==> src/design/twbc_ram.sv <==
// ----------------------------------------------------------------------------
// twbc_ram
// Generic simple dual-port RAM: one write port, one read port, registered read.
// ----------------------------------------------------------------------------
`default_nettype none

module twbc_ram #(
    parameter int WIDTH = 8,
    parameter int DEPTH = 16,
    localparam int AW = (DEPTH > 1) ? $clog2(DEPTH) : 1
) (
    input  wire logic             clk,
    input  wire logic             we,
    input  wire logic [AW-1:0]    waddr,
    input  wire logic [WIDTH-1:0] wdata,
    input  wire logic [AW-1:0]    raddr,
    output logic      [WIDTH-1:0] rdata
);

    logic [WIDTH-1:0] mem [DEPTH];

    always_ff @(posedge clk)
    begin
        if (we)
        begin
            mem[waddr] <= wdata;
        end
        rdata <= mem[raddr];
    end

endmodule

`default_nettype wire

==> config.mk <==
export PLATFORM = sky130hd
export DESIGN_NAME = twbc_ram
export DESIGN_NICKNAME = d
export VERILOG_FILES = /design/src/design/twbc_ram.sv
export SDC_FILE = /design/constraint.sdc
export NUM_CORES = 1
export LEC_CHECK = 0
export BUFFER_PORTS_ARGS = -buffer_cell sky130_fd_sc_hd__clkbuf_2
export CAP_MARGIN = 20
export CORE_ASPECT_RATIO = 2
export CORE_MARGIN = 2
export CORE_UTILIZATION = 50
export CTS_BUF_LIST = sky130_fd_sc_hd__clkbuf_8
export DETAILED_ROUTE_END_ITERATION = 8
export GPL_TIMING_DRIVEN = 0
export PLACE_DENSITY = 0.73
export SETUP_SLACK_MARGIN = 0.2
export SLEW_MARGIN = 20
export SYNTH_ARGS = -nofsm -noshare
export SYNTH_HDL_FRONTEND = slang
export SYNTH_SLANG_ARGS = --single-unit
==> constraint.sdc <==
create_clock -name clk -period 2.25 [get_ports clk]
set_clock_uncertainty 0.2 [all_clocks]
set_input_delay 0.3375 -clock clk [delete_from_list [all_inputs] [get_ports clk]]
set_output_delay 0.3375 -clock clk [all_outputs]
set_load 0.02 [all_outputs]
### Yosys cells after proc, flatten, opt, wreduce, memory -nomap -nowiden

Memories as Yosys holds them, arrays and structs flattened. A register that Yosys moved wholly into a read port is not among the register bits.
Cells that the tools add are included.

* word-level logic and storage cells: 3
* output and inout port bits: 8
* register bits: 0
* memories: 1
* input port bits: 18
* memory bits (writable): 128

* muxes and demuxes: 2

Memory list
* mem: words 16, width 8, rd ports 1, clocked after memory_dff 1, wr ports 1, line 20 `logic [WIDTH-1:0] mem [DEPTH];`

Operators with widths (count)
* 1-bit 2-to-1 mux: 2

### Logic depth before layout (Yosys ltp)

* word-level depth: 2
* mapped depth: 5
* gate-level depth less buffers: 3

### Least setup slack after synthesis

OpenSTA, ideal clock, no wires.

* kind: input port to flip-flop
* start point: input port waddr[2]
* end point: memory mem[0][0], enable pin
* data arrival time: 1447 ps
* required time: 1667 ps
* path buffers: 0
* setup slack: 220 ps
* stages: 2
* library setup time: 383 ps
* cells stage by stage: or3b_2 > nor3_1

RTL lines
* from (decl): line 14 `input wire logic [AW-1:0] waddr,`
* to (decl): line 20

Straight into the memory's write port.

### Worst setup path after layout

* start point: input port waddr[2]
* end point: memory mem[2][7], enable pin

Straight into the memory's write port.

==> flow_summary.yaml <==
run_status:
  status: "finished clean"
synth:
  synth.avg_cell_area_um2: 22.5
  yosysTopAreaCell: "edfxtp_1"
  syn_area_um2: 5150
  ys.warnings.count: 0
  synth_edf_count: 128
  ys_ff_latch: 136
  synthTopCellsByCount: "edfxtp_1 (128), mux4_2 (18), a22oi_1 (16)"
  synthesis.nets: 247
  synthArstFlopShare_pct: 0
  yosys.cell_count.top_type: "edfxtp_1"
  synthTopCellsByArea: "edfxtp_1 (75%), mux4_2 (7.9%), mux4_1 (7.1%)"
  ys_seq_area_share_pct: 77.8
  ys.flop_type: "edfxtp_1"
  yosysTopAreaCellShare_pct: 74.7
  syn_inst: 229
  synth_cell_types: 19
floorplan:
  start_util_pct: 51.0
  die_x_um: 75.7
  core_area_um2: 10100
  die_h_um: 147
  num_rows: 52
  io_pins: 26
  die-area_um2: 11200
global_route:
  grt_antenna_before_repair: 0
  track_usage_pct: 19.2
  grt_pass1_vias: 2425
  grt_pass1_wl_mm: 14.2
  grt_start_max_net_pins: 17
  grt-ovfl-total: 0
routing:
  ant_nets: 0
  drt-pass1-iter-count: 6
  wl_mm: 9.36
  dr_total_vias: 2345
  drtIter0Drc: 218
  wl_per_cell_um: 22.3
  drt-vias-per-instance: 5.58
  route.detailed.drc: 0
clock_tree:
  cts_hold_buffers: 0
  post_cts_buffers: 0
  clock_sinks: 136
  path_clk_slew_ns: 0.07
  cts_tree: "yes"
  ctsRootBufferMaster: "clkbuf_8"
  cts_buffer_depth: 2
  ctsHtreeMaxLevel: 4
  worstSkewPairLatency_ns: 0.43
  cts_inserted_buffers: 17
  cts-resized-gates: 0
min_path:
  hold_path_class: "input port to flip-flop"
  hold_depth: 1
  min_delay_worst_endpoint: "mem[7][5]"
  hold_start: "wdata[5]"
setup_path:
  required_ns: 2.11
  critPathCaptureType: "flip-flop"
  worstReg2RegStart: "mem[0][2]"
  worstRegToRegCells: 3
  startpoint_type: "input port"
  worst-path-max-fanout: 8
  arrival_ns: 1.60
  cp-startpoint: "waddr[2]"
  reg2reg_to: "rdata[2]"
  ff2ff_setup_slack_ns: 0.64
  path_class: "input port to flip-flop"
placed_design:
  placed_area_um2: 5460
  hpwl_mm: 6.29
  gp_congestion: 0.794
  place_inst: 388
  place_ws_ns: 0.0369
  portBuffers: 24
sta:
  tightestPinTransition_ns: 0.821
  relSlewSlack_pct: 45.1
  period_needed_ns: 1.74
  timing.fmax_mhz: 576
  rsz0062_at_grt: "false"
  fin_ws_ns: 0.514
  final-setup-viol-count: 0
  period_share_pct: 77.2
  slew_violations: 0
  hold_viol: 0
  setup_tns_ns: 0
  hold_ws_ns: 0.158
pwr:
  peakVddDrop_v: 0.000616
  power_density_nw_per_um2: 870
  power_frac_clock_pct: 38.5
  intPower_mw: 4.02
  comb_power_share_pct: 5.6
  seqPwrFrac_pct: 55.8
  leakage_nw: 1.94
  p_sw_share_pct: 21.1
  p_switching_mw: 1.07
cells_and_area:
  drive_above_1_share_pct: 30.2
  fill_cells: 728
  syn2layout_area_growth_pct: 13.7
  nets: 290
  antenna_cells: 0
  design_area_um2: 5850
  instances_no_fill: 420
flow_run:
  max_cap_violations: 0
==> power groups by stage <==
stage / logic (mW) / clock network, mW / registers (mW)
3_5_place_dp: 0.290 / 0 / 2.90
4_1_cts: 0.290 / 1.99 / 2.84
3_3_place_gp: 0.283 / 0 / 2.90
6_report: 0.287 / 1.96 / 2.84
2_1_floorplan: 0.144 / 0 / 2.92
5_1_grt: 0.309 / 2.11 / 2.85
==> worst max-delay path, stage by stage <==
cell,delay (ns)
clkbuf_2,0.11
or3b_2,0.52
nor2_1,0.63
==> cell usage in the layout (no fill, tap or decap), types with 4 or more instances in the layout <==
master and instances:
a22oi_1 16, dfxtp_1 8, clkbuf_2 24, mux4_2 18, edfxtp_1 128, mux4_1 14, nand2_1 9, nor2_1 13
clkbuf_8 17, clkinvlp_4 4, nor3_2 4, clkinv_2 4
==> worst max-delay path by stage <==
stage,endpoint,slack (ns)
after floorplan,mem[0][0],0.22
after global placement,mem[0][1],-0.36
after global routing,mem[2][0],0.49
after detailed placement,mem[1][2],0.04
final,mem[2][7],0.51
after CTS,mem[1][0],0.50
==> registers in the layout, summed over array words and instances, names as in the netlist <==
name	count
mem	128
rdata	8
==> per-stage QoR <==
stage                     utilization, %  total power [mW]
after detailed placement            54.1              3.19
final                               58.0              5.09
after global placement              53.9              3.18
after floorplan                        -              3.06
after global routing                58.0              5.27
after CTS                           58.0              5.12
==> layer usage <==
metal  wire, µm  track usage, %  up-vias
met4        426            10.7        0
met2       5040            30.0       72
met1       3590            23.1     1191
li1           -               -     1057
met3        298            6.20       25
met5          0               0        -
==> layout make-up <==
type	count	area (µm²)	share of cell area, %
sequential	136	4000	68.4
multi-input combinational	83	1080	18.4
clock buffer	17	234	4.00
tap	135	169	2.89
clock inverter	15	160	2.74
timing repair buffer	24	120	2.05
buffer	10	86.3	1.48
==> cells by family (layout without fill, tap and decap cells) <==
group                  Yosys count  in the layout  share of synthesized area [%]
and+or+nand+nor                 35             35                           3.18
DFF                            136            136                           77.8
AOI/OAI and AO/OA               16             16                           2.33
buffers and inverters           10             66                           1.68
muxes                           32             32                           15.0
No activity file was read; power rests on OpenSTA's default activity.
